**src/design/nsfbm_pkg.sv**
```systemverilog
`default_nettype none
package nsfbm_pkg;

  localparam int MAX_BANKS  = 256;
  localparam int STUB_BYTES = 54;

  localparam logic [7:0] BANK_LIMIT_MASK = 8'(MAX_BANKS - 1);

  localparam logic [15:0] ADDR_STUB      = 16'h3800;
  localparam logic [15:0] ADDR_STUB_END  = 16'(32'h3800 + STUB_BYTES);
  localparam logic [15:0] ADDR_REG_LO    = 16'h4020;
  localparam logic [15:0] ADDR_REG_HI    = 16'h5FFF;
  localparam logic [15:0] ADDR_RELOAD    = 16'h5FF0;
  localparam logic [15:0] ADDR_SONG      = 16'h5FF1;
  localparam logic [15:0] ADDR_PLAY      = 16'h5FF2;
  localparam logic [15:0] ADDR_PAL       = 16'h5FF3;
  localparam logic [12:0] ADDR_BANK_PAGE = 13'h0BFF;

  localparam logic [3:0] PC_PAGE_DRIVER = 4'd3;

  localparam logic [5:0] STUB_INIT_LO = 6'h28;
  localparam logic [5:0] STUB_INIT_HI = 6'h29;
  localparam logic [5:0] STUB_PLAY_LO = 6'h2B;
  localparam logic [5:0] STUB_PLAY_HI = 6'h2C;

  localparam logic [7:0] SONG_RESET   = 8'd1;
  localparam logic [7:0] RELOAD_START = 8'h01;
  localparam logic [7:0] RELOAD_PANEL = 8'hFF;

  typedef enum logic [1:0] {
    OP_READ  = 2'd0,
    OP_WRITE = 2'd1,
    OP_PANEL = 2'd2,
    OP_START = 2'd3
  } op_t;

  typedef enum logic [1:0] {
    CTRL_NONE = 2'd0,
    CTRL_NEXT = 2'd1,
    CTRL_PREV = 2'd2,
    CTRL_RSVD = 2'd3
  } ctrl_t;

  typedef enum logic [1:0] {
    SRC_OPEN     = 2'd0,
    SRC_DATA     = 2'd1,
    SRC_ROM      = 2'd2,
    SRC_UNMAPPED = 2'd3
  } src_t;

  typedef enum logic [3:0] {
    CFG_BANK_INIT     = 4'd0,
    CFG_BANK_MASK     = 4'd1,
    CFG_LOAD_PAGE     = 4'd2,
    CFG_PAL_FLAG      = 4'd3,
    CFG_STARTING_SONG = 4'd4,
    CFG_TOTAL_SONGS   = 4'd5,
    CFG_INIT_ADDR     = 4'd6,
    CFG_PLAY_ADDR     = 4'd7
  } cfg_reg_t;

  typedef struct packed {
    logic [63:0] bank_init;
    logic [7:0]  bank_mask;
    logic [2:0]  load_page;
    logic        pal_flag;
    logic [7:0]  starting_song;
    logic [7:0]  total_songs;
    logic [15:0] init_addr;
    logic [15:0] play_addr;
  } cfg_t;

  typedef struct packed {
    op_t         op;
    logic [15:0] address;
    logic [7:0]  write_data;
    logic [3:0]  pc_page;
    logic [1:0]  control;
  } item_t;

  typedef struct packed {
    src_t        data_source;
    logic [7:0]  read_data;
    logic [19:0] rom_address;
    logic        sound_reset;
  } result_t;

  typedef struct packed {
    logic valid;
    logic take;
  } stage_ctl_t;

  localparam logic [7:0] STUB_BASE [64] = '{
    8'h08, 8'h48, 8'h8A, 8'h48, 8'h98, 8'h48, 8'hA9, 8'hFF,
    8'h8D, 8'hF2, 8'h5F, 8'h68, 8'hA8, 8'h68, 8'hAA, 8'h68,
    8'h28, 8'h40, 8'hAD, 8'hF2, 8'h5F, 8'hF0, 8'hFB, 8'hA9,
    8'h00, 8'h8D, 8'hF2, 8'h5F, 8'hAD, 8'hF0, 8'h5F, 8'hF0,
    8'h09, 8'hAD, 8'hF1, 8'h5F, 8'hAE, 8'hF3, 8'h5F, 8'h20,
    8'h00, 8'h00, 8'h20, 8'h00, 8'h00, 8'h4C, 8'h12, 8'h38,
    8'hA2, 8'hFF, 8'h9A, 8'h4C, 8'h12, 8'h38, 8'h00, 8'h00,
    8'h00, 8'h00, 8'h00, 8'h00, 8'h00, 8'h00, 8'h00, 8'h00
  };

  function automatic logic [7:0] mask_bank(input logic [7:0] bank, input logic [7:0] msk);
    return bank & msk & BANK_LIMIT_MASK;
  endfunction

  function automatic logic [7:0] stub_byte(input logic [5:0] off,
                                           input logic [15:0] init_a,
                                           input logic [15:0] play_a);
    logic [7:0] b;
    case (off)
      STUB_INIT_LO: b = init_a[7:0];
      STUB_INIT_HI: b = init_a[15:8];
      STUB_PLAY_LO: b = play_a[7:0];
      STUB_PLAY_HI: b = play_a[15:8];
      default:      b = STUB_BASE[off];
    endcase
    return b;
  endfunction

endpackage
`default_nettype wire

```
**src/design/nsfbm_cfg_regs.sv**
```systemverilog
`default_nettype none
module nsfbm_cfg_regs
  import nsfbm_pkg::*;
(
  input  wire logic        clk,
  input  wire logic        rst_n,
  input  wire logic        cfg_we,
  input  wire logic [3:0]  cfg_index,
  input  wire logic [63:0] cfg_data,
  output cfg_t             cfg
);

  cfg_t cfg_r;
  cfg_t cfg_nxt;

  always_comb begin
    cfg_nxt = cfg_r;
    if (cfg_we) begin
      case (cfg_index)
        CFG_BANK_INIT:     cfg_nxt.bank_init     = cfg_data;
        CFG_BANK_MASK:     cfg_nxt.bank_mask     = cfg_data[7:0];
        CFG_LOAD_PAGE:     cfg_nxt.load_page     = cfg_data[2:0];
        CFG_PAL_FLAG:      cfg_nxt.pal_flag      = cfg_data[0];
        CFG_STARTING_SONG: cfg_nxt.starting_song = cfg_data[7:0];
        CFG_TOTAL_SONGS:   cfg_nxt.total_songs   = cfg_data[7:0];
        CFG_INIT_ADDR:     cfg_nxt.init_addr     = cfg_data[15:0];
        CFG_PLAY_ADDR:     cfg_nxt.play_addr     = cfg_data[15:0];
        default:           cfg_nxt = cfg_r;
      endcase
    end
  end

  always_ff @(posedge clk) begin
    if (!rst_n) begin
      cfg_r.bank_init     <= 64'd0;
      cfg_r.bank_mask     <= 8'hFF;
      cfg_r.load_page     <= 3'd0;
      cfg_r.pal_flag      <= 1'b0;
      cfg_r.starting_song <= 8'd1;
      cfg_r.total_songs   <= 8'd1;
      cfg_r.init_addr     <= 16'h8000;
      cfg_r.play_addr     <= 16'h8003;
    end else begin
      cfg_r <= cfg_nxt;
    end
  end

  assign cfg = cfg_r;

endmodule
`default_nettype wire

```
**src/design/nsfbm_in_reg.sv**
```systemverilog
`default_nettype none
module nsfbm_in_reg
  import nsfbm_pkg::*;
(
  input  wire logic clk,
  input  wire logic rst_n,
  input  wire logic in_valid,
  output logic      in_stall,
  input  wire item_t in_item,
  input  wire logic take,
  output stage_ctl_t ctl,
  output item_t     item
);

  logic  valid_r;
  logic  valid_nxt;
  item_t item_r;
  logic  load;

  assign in_stall = valid_r && !take;
  assign load     = in_valid && !in_stall;

  always_comb begin
    valid_nxt = valid_r;
    if (load) begin
      valid_nxt = 1'b1;
    end else if (take) begin
      valid_nxt = 1'b0;
    end
  end

  always_ff @(posedge clk) begin
    if (!rst_n) begin
      valid_r <= 1'b0;
    end else begin
      valid_r <= valid_nxt;
    end
  end

  always_ff @(posedge clk) begin
    if (load) begin
      item_r <= in_item;
    end
  end

  assign ctl.valid = valid_r;
  assign ctl.take  = take;
  assign item      = item_r;

endmodule
`default_nettype wire

```
**src/design/nsfbm_exec.sv**
```systemverilog
`default_nettype none
module nsfbm_exec
  import nsfbm_pkg::*;
(
  input  wire logic clk,
  input  wire logic rst_n,
  input  wire cfg_t cfg,
  input  wire stage_ctl_t ctl,
  input  wire item_t item,
  input  wire logic out_stall,
  output logic      take,
  output logic      out_valid,
  output result_t   res
);

  logic [7:0] slot_bank_r [8];
  logic [7:0] slot_bank_nxt [8];
  logic [7:0] slot_valid_r;
  logic [7:0] slot_valid_nxt;
  logic [7:0] reload_flag_r;
  logic [7:0] reload_flag_nxt;
  logic [7:0] song_number_r;
  logic [7:0] song_number_nxt;
  logic [7:0] play_pending_r;
  logic [7:0] play_pending_nxt;
  logic       out_valid_r;
  logic       out_valid_nxt;
  result_t    res_r;
  result_t    res_nxt;

  logic       go;
  logic       switching;
  logic       page3;
  logic [2:0] slot;

  assign take      = !out_valid_r || !out_stall;
  assign go        = ctl.valid && ctl.take;
  assign switching = |cfg.bank_init;
  assign page3     = item.pc_page == PC_PAGE_DRIVER;
  assign slot      = item.address[14:12];

  always_comb begin
    for (int i = 0; i < 8; i++) begin
      slot_bank_nxt[i] = slot_bank_r[i];
    end
    slot_valid_nxt   = slot_valid_r;
    reload_flag_nxt  = reload_flag_r;
    song_number_nxt  = song_number_r;
    play_pending_nxt = play_pending_r;
    res_nxt.data_source = SRC_OPEN;
    res_nxt.read_data   = 8'd0;
    res_nxt.rom_address = 20'd0;
    res_nxt.sound_reset = 1'b0;

    case (item.op)
      OP_START: begin
        for (int i = 0; i < 8; i++) begin
          if (switching) begin
            slot_bank_nxt[i]  = mask_bank(cfg.bank_init[8*i +: 8], cfg.bank_mask);
            slot_valid_nxt[i] = 1'b1;
          end else if (3'(i) >= cfg.load_page) begin
            slot_bank_nxt[i]  = mask_bank({5'd0, 3'(i) - cfg.load_page}, cfg.bank_mask);
            slot_valid_nxt[i] = 1'b1;
          end else begin
            slot_bank_nxt[i]  = 8'd0;
            slot_valid_nxt[i] = 1'b0;
          end
        end
        song_number_nxt = cfg.starting_song;
        reload_flag_nxt = RELOAD_START;
      end
      OP_PANEL: begin
        if (item.control == CTRL_NEXT) begin
          if (song_number_r < cfg.total_songs) begin
            song_number_nxt = song_number_r + 8'd1;
          end
        end else if (item.control == CTRL_PREV) begin
          if (song_number_r > 8'd1) begin
            song_number_nxt = song_number_r - 8'd1;
          end
        end
        reload_flag_nxt = RELOAD_PANEL;
      end
      OP_WRITE: begin
        if (item.address == ADDR_PLAY) begin
          if (page3) begin
            play_pending_nxt = item.write_data;
          end
        end else if (item.address[15:3] == ADDR_BANK_PAGE) begin
          if (switching) begin
            slot_bank_nxt[item.address[2:0]]  = mask_bank(item.write_data, cfg.bank_mask);
            slot_valid_nxt[item.address[2:0]] = 1'b1;
          end
        end
      end
      default: begin
        if (item.address >= ADDR_STUB && item.address < ADDR_STUB_END) begin
          res_nxt.data_source = SRC_DATA;
          res_nxt.read_data   = stub_byte(item.address[5:0], cfg.init_addr, cfg.play_addr);
        end else if (item.address >= ADDR_REG_LO && item.address <= ADDR_REG_HI) begin
          res_nxt.data_source = SRC_DATA;
          if (page3) begin
            case (item.address)
              ADDR_RELOAD: begin
                res_nxt.read_data = reload_flag_r;
                reload_flag_nxt   = 8'd0;
              end
              ADDR_SONG: begin
                res_nxt.sound_reset = 1'b1;
                res_nxt.read_data   = song_number_r - 8'd1;
                if (switching) begin
                  for (int i = 0; i < 8; i++) begin
                    slot_bank_nxt[i]  = mask_bank(cfg.bank_init[8*i +: 8], cfg.bank_mask);
                    slot_valid_nxt[i] = 1'b1;
                  end
                end
              end
              ADDR_PLAY: res_nxt.read_data = play_pending_r;
              ADDR_PAL:  res_nxt.read_data = {7'd0, cfg.pal_flag};
              default:   res_nxt.read_data = 8'd0;
            endcase
          end
        end else if (item.address[15]) begin
          if (slot_valid_r[slot]) begin
            res_nxt.data_source = SRC_ROM;
            res_nxt.rom_address = {slot_bank_r[slot], item.address[11:0]};
          end else begin
            res_nxt.data_source = SRC_UNMAPPED;
          end
        end
      end
    endcase
  end

  always_comb begin
    out_valid_nxt = out_valid_r;
    if (take) begin
      out_valid_nxt = ctl.valid;
    end
  end

  always_ff @(posedge clk) begin
    if (!rst_n) begin
      for (int i = 0; i < 8; i++) begin
        slot_bank_r[i] <= 8'd0;
      end
      slot_valid_r   <= 8'd0;
      reload_flag_r  <= RELOAD_START;
      song_number_r  <= SONG_RESET;
      play_pending_r <= 8'd0;
      out_valid_r    <= 1'b0;
    end else begin
      if (go) begin
        for (int i = 0; i < 8; i++) begin
          slot_bank_r[i] <= slot_bank_nxt[i];
        end
        slot_valid_r   <= slot_valid_nxt;
        reload_flag_r  <= reload_flag_nxt;
        song_number_r  <= song_number_nxt;
        play_pending_r <= play_pending_nxt;
      end
      out_valid_r <= out_valid_nxt;
    end
  end

  always_ff @(posedge clk) begin
    if (go) begin
      res_r <= res_nxt;
    end
  end

  assign out_valid = out_valid_r;
  assign res       = res_r;

`ifndef SYNTHESIS
  a_reset_pulse_is_read: assert property (@(posedge clk) disable iff (!rst_n)
    out_valid_r && res_r.sound_reset |-> res_r.data_source == SRC_DATA)
    else $error("sound reset outside a register read");

  a_rom_addr_only_rom: assert property (@(posedge clk) disable iff (!rst_n)
    out_valid_r && res_r.data_source != SRC_ROM |-> res_r.rom_address == 20'd0)
    else $error("rom address set on a non-rom result");

  a_start_switched_valid: assert property (@(posedge clk) disable iff (!rst_n)
    go && item.op == OP_START && switching |=> slot_valid_r == 8'hFF)
    else $error("slots not all valid after switched start");

  a_panel_sets_reload: assert property (@(posedge clk) disable iff (!rst_n)
    go && item.op == OP_PANEL |=> reload_flag_r == RELOAD_PANEL)
    else $error("reload flag not set by panel event");

  a_no_take_holds_result: assert property (@(posedge clk) disable iff (!rst_n)
    !take |=> out_valid_r && $stable(res_r))
    else $error("result changed while stalled");
`endif

endmodule
`default_nettype wire

```
**src/design/nsf_player_bank_mapper_unit.sv**
```systemverilog
// Bank mapper for a music-file player.
// Input channel (in_valid/in_stall) carries one bus or panel item: CPU read,
// CPU write, panel next/previous event or start. Each item yields exactly one
// result on the output channel (out_valid/out_stall): data source code, read
// byte, 20-bit ROM address and a one-item sound reset pulse.
// Configuration registers are written through cfg_we/cfg_index/cfg_data;
// the user writes them only while no item is in flight, and the block has
// no check for it. Indexes above 7 are ignored. An accepted item passes
// through the input register and then the result register. Throughput: one
// item per cycle while out_stall is low, set by the single execution stage
// that reads and updates the bank slots and song registers between the two.
// Reset (rst_n low, synchronous): empties both registers, loads the
// configuration defaults, clears the bank slots, sets the reload byte to 1
// and the song to 1.
// While out_stall is high the result holds; one more item fills the input
// register and then in_stall rises until the result is taken.
`default_nettype none
module nsf_player_bank_mapper_unit
  import nsfbm_pkg::*;
(
  input  wire logic        clk,
  input  wire logic        rst_n,
  input  wire logic        in_valid,
  output logic             in_stall,
  input  wire logic [1:0]  in_op,
  input  wire logic [15:0] in_address,
  input  wire logic [7:0]  in_write_data,
  input  wire logic [3:0]  in_pc_page,
  input  wire logic [1:0]  in_control,
  output logic             out_valid,
  input  wire logic        out_stall,
  output logic [1:0]       out_data_source,
  output logic [7:0]       out_read_data,
  output logic [19:0]      out_rom_address,
  output logic             out_sound_reset,
  input  wire logic        cfg_we,
  input  wire logic [3:0]  cfg_index,
  input  wire logic [63:0] cfg_data
);

  cfg_t       cfg;
  item_t      in_item;
  item_t      item;
  stage_ctl_t ctl;
  result_t    res;
  logic       take;

  assign in_item.op         = op_t'(in_op);
  assign in_item.address    = in_address;
  assign in_item.write_data = in_write_data;
  assign in_item.pc_page    = in_pc_page;
  assign in_item.control    = in_control;

  nsfbm_cfg_regs u_cfg (
    .clk       (clk),
    .rst_n     (rst_n),
    .cfg_we    (cfg_we),
    .cfg_index (cfg_index),
    .cfg_data  (cfg_data),
    .cfg       (cfg)
  );

  nsfbm_in_reg u_in (
    .clk      (clk),
    .rst_n    (rst_n),
    .in_valid (in_valid),
    .in_stall (in_stall),
    .in_item  (in_item),
    .take     (take),
    .ctl      (ctl),
    .item     (item)
  );

  nsfbm_exec u_exec (
    .clk       (clk),
    .rst_n     (rst_n),
    .cfg       (cfg),
    .ctl       (ctl),
    .item      (item),
    .out_stall (out_stall),
    .take      (take),
    .out_valid (out_valid),
    .res       (res)
  );

  assign out_data_source = res.data_source;
  assign out_read_data   = res.read_data;
  assign out_rom_address = res.rom_address;
  assign out_sound_reset = res.sound_reset;

endmodule
`default_nettype wire
```
**config.mk**
```make
export PLATFORM = sky130hd
export DESIGN_NAME = nsf_player_bank_mapper_unit
export DESIGN_NICKNAME = d
export VERILOG_FILES = /design/src/design/nsfbm_pkg.sv /design/src/design/nsfbm_cfg_regs.sv /design/src/design/nsfbm_in_reg.sv /design/src/design/nsfbm_exec.sv /design/src/design/nsf_player_bank_mapper_unit.sv
export SDC_FILE = /design/constraint.sdc
export NUM_CORES = 1
export LEC_CHECK = 0
export ABC_AREA = 1
export ABC_CLOCK_PERIOD_IN_PS = 2900
export BUFFER_PORTS_ARGS = -buffer_cell sky130_fd_sc_hd__buf_2
export CORE_MARGIN = 3
export CORE_UTILIZATION = 54
export CTS_BUF_LIST = sky130_fd_sc_hd__clkbuf_8 sky130_fd_sc_hd__clkbuf_16
export CTS_CLUSTER_DIAMETER = 80
export DETAILED_ROUTE_END_ITERATION = 12
export PLACE_DENSITY = 0.76
export SLEW_MARGIN = 5
export SYNTH_ARGS = -nofsm -noshare
export SYNTH_HDL_FRONTEND = slang
export SYNTH_SLANG_ARGS = --single-unit
export TNS_END_PERCENT = 20
```
**constraint.sdc**
```tcl
create_clock -name clk -period 2.9 [get_ports clk]
set_input_delay 0 -clock clk [delete_from_list [all_inputs] [get_ports clk]]
set_output_delay 0 -clock clk [all_outputs]
set_load 0.01 [all_outputs]
```
==> impl_metrics.json <==
{
  "synth_edf_count": 127,
  "clock-sinks": 279,
  "ys_top_cells_by_area": "edfxtp_1 25%, dfxtp_1 20%, nand2_1 11%, o21ai_0 6.9%, nor2_1 6.3%",
  "yosysUniqueCellTypes": 40,
  "antenna_found_initial": 1,
  "diodes": 0,
  "h-tree-depth": 1,
  "end_kind": "flip-flop",
  "fin_cells": 2653,
  "ant_nets": 0,
  "first_global_vias": 14640,
  "fin_skew_ns": 0.03166,
  "yosysMostFrequentCell": "nand2_1",
  "gp_congestion": 0.9737,
  "grt_max_degree": 105,
  "firstDrtPassIters": 6,
  "synthCells": 2043,
  "worstPathCellList": "inv_1 > ha_1 > nand2_1 > nor2_1 > nand4_1 > nand2_1 > nand2_1 > nor2_2 > nand2_2 > nand2_2 > buf_12",
  "place_area_um2": 16150,
  "drive_gt1_frac": 0.1096,
  "clockBufferDepth": 3,
  "grt_usage": 0.3444,
  "die_w_um": 173.0,
  "hold_class": "in -> reg",
  "syn_area_um2": 15060,
  "num_io_pins": 138,
  "post_cts_resized": 0,
  "period_share": 0.9252,
  "seq_area_frac_synth": 0.4554,
  "grt.overflow.total": 0,
  "yosys-top-cells-count": "426 x nand2_1, 254 x nor2_1, 231 x inv_1",
  "grt_pass1_wl_um": 82810,
  "postCtsSetupBuffers": 0,
  "finalHoldViolCount": 0,
  "cp_max_fo": 21,
  "cp_top_family": "simple AND/OR/NAND/NOR gates",
  "core_area_um2": 27180,
  "max_slew.worst_pin.slew_ns": 0.9561,
  "cpPeakStageDelay_ns": 0.51,
  "clk_pin_slew_worst_paths_ns": 0.06,
  "synth-seq-cells": 279,
  "setup_viol": 0,
  "layout.nets": 2396,
  "slew-limit-headroom": 0.3626,
  "start_util": 0.5541,
  "design_area_um2": 18240,
  "status": "completed",
  "power.leakage_nw": 8.041,
  "drtIter0Drc": 1829,
  "fin_crit_ns": 2.683,
  "vias": 15610,
  "critical_path_required_ns": 3.17,
  "critPathBufInv": 2,
  "setup_tns_ns": 0,
  "startpoint_type": "flip-flop",
  "synth_top_area_cell": "edfxtp_1",
  "ir_worst_vdd_uv": 538.8,
  "portBuffers": 137,
  "dp.cells": 2488,
  "clock_latency_ns": 0.59,
  "fmax_mhz": 372.7,
  "max_cap_violations": 0,
  "arrival_ns": 2.96,
  "fin_ws_ns": 0.2169,
  "final_util": 0.6713,
  "cts_tree": "built",
  "yosys_warnings": 0,
  "rsz0062_at_grt": "no",
  "syn_nets": 2182,
  "clockRootBuffer": "clkbuf_16",
  "path_class": "reg -> reg",
  "crit_top_cell": "nand2_1",
  "syn_to_final_growth_pct": 21.16,
  "drc": 0,
  "routed_via_density": 5.884,
  "syn_avg_cell_area_um2": 7.370,
  "yosys.area.top_type_share": 0.2533,
  "finalWirelength_um": 53120,
  "routedWlPerCell_um": 20.02,
  "drv_slew": 0,
  "dieArea_um2": 29920,
  "die_y_um": 173.0,
  "rows": 60,
  "pre_cts_ws_ns": 0.2966,
  "ys_async_sr_fraction": 0,
  "synth_ff_type": "dfxtp_1",
  "power.density_nw_per_um2": 527.6,
  "slowest_stage": "edfxtp_1",
  "numCtsBuffers": 31,
  "hpwl_um": 35730
}
[cell families after synthesis]
kind of cell,after synthesis,synth area share
AND/OR/NAND/NOR,888,0.2439
AO/OA/AOI/OAI,481,0.1763
buffers and inverters,352,0.09091
flip-flops,279,0.4554
adder cells (fa/ha/maj),34,0.02825
XOR/XNOR,9,0.005235
[worst paths after layout]
kind              slack (ns)                        to          start  depth (start not counted)
setup / recovery        0.22  u_exec.slot_bank_r[5][4]  u_in.item[15]                         11
hold / removal          0.04             u_cfg.cfg[50]   cfg_index[2]                          6
setup reg to reg        0.22  u_exec.slot_bank_r[5][4]  u_in.item[15]                         11
hold reg to reg         0.47             u_cfg.cfg[38]  u_cfg.cfg[38]                          2
[per-layer routing]
layer / vias to the layer above / global-route usage / wire length (um)
li1: 7239 / - / -
met1: 7242 / 0.4880 / 21990
met2: 999 / 0.5282 / 22930
met3: 129 / 0.08103 / 6481
met4: 2 / 0.1000 / 1709
met5: - / 0 / 13
[power by group]
part | total [mW] | switching [mW] | internal, mW
clock network | 3.90 | 1.66 | 2.24
registers | 4.41 | 0.133 | 4.27
logic | 1.31 | 0.851 | 0.463
total | 9.62 | 2.65 | 6.98
[sequential cells by signal (all words and copies together), names as in the netlist]
register               count
u_cfg.cfg                124
u_exec.slot_bank_r        64
u_in.item                 32
u_exec.res                31
u_exec.play_pending_r      8
u_exec.slot_valid_r        8
u_exec.song_number_r       8
u_exec.reload_flag_r       2
u_exec.out_valid           1
u_in.valid_r               1
[stage by stage]
stage / hold slack (ns) / power [mW]
after detailed placement: 0.1783 / 5.618
after floorplan: 0.09887 / 5.160
after global routing: 0.09947 / 9.934
after CTS: 0.0001392 / 9.573
after global placement: 0.1762 / 5.606
final: 0.04434 / 9.625
[worst register-to-register path, delay by kind of cell (launching register included)]
family / cells / cell delay [ns]
adder cells (fa/ha/maj): 1 / 0.26
flip-flops: 1 / 0.51
buffers and inverters: 2 / 0.44
AND/OR/NAND/NOR: 8 / 1.19
[area by class of cell]
type                       instances  area [um2]
clock buffer                      36       878.3
tap                              372       465.4
clock inverter                    21       132.6
timing repair buffer             287        2135
sequential                       279        6857
inverter                         246       923.4
fill                            2319        8934
multi-input combinational       1412        6852
[placed cells by master (no fill, tap or decap), types with 2 or more instances in the layout]
cell type / synthesis / routed
nor3_1: 17 / 17
nand2_2: 3 / 4
nor2_2: 2 / 3
a22oi_1: 7 / 7
xor2_1: 8 / 8
a31oi_1: 14 / 14
a211oi_1: 4 / 4
nand2_1: 426 / 425
or2_2: 5 / 5
o22ai_1: 6 / 6
inv_1: 231 / 237
dfxtp_1: 152 / 152
nor2_1: 254 / 253
clkinv_2: 0 / 7
o221ai_1: 2 / 2
inv_2: 6 / 6
ha_1: 34 / 33
buf_4: 1 / 39
edfxtp_1: 127 / 127
o211ai_1: 66 / 66
nand3_1: 152 / 151
a21oi_1: 169 / 169
buf_12: 0 / 4
o21ai_0: 208 / 208
nand4_1: 22 / 22
buf_2: 17 / 136
dlygate4sd3_1: 0 / 108
nand3b_1: 2 / 2
clkbuf_16: 0 / 34
clkbuf_8: 0 / 2
clkinv_1: 9 / 14
[what timing repair did]
item	in CTS	in global routing
hold endpoints to repair	159	0
setup endpoints to repair	0	0
hold buffers	108	0
Note: power is estimated with default switching activity, not from simulation.
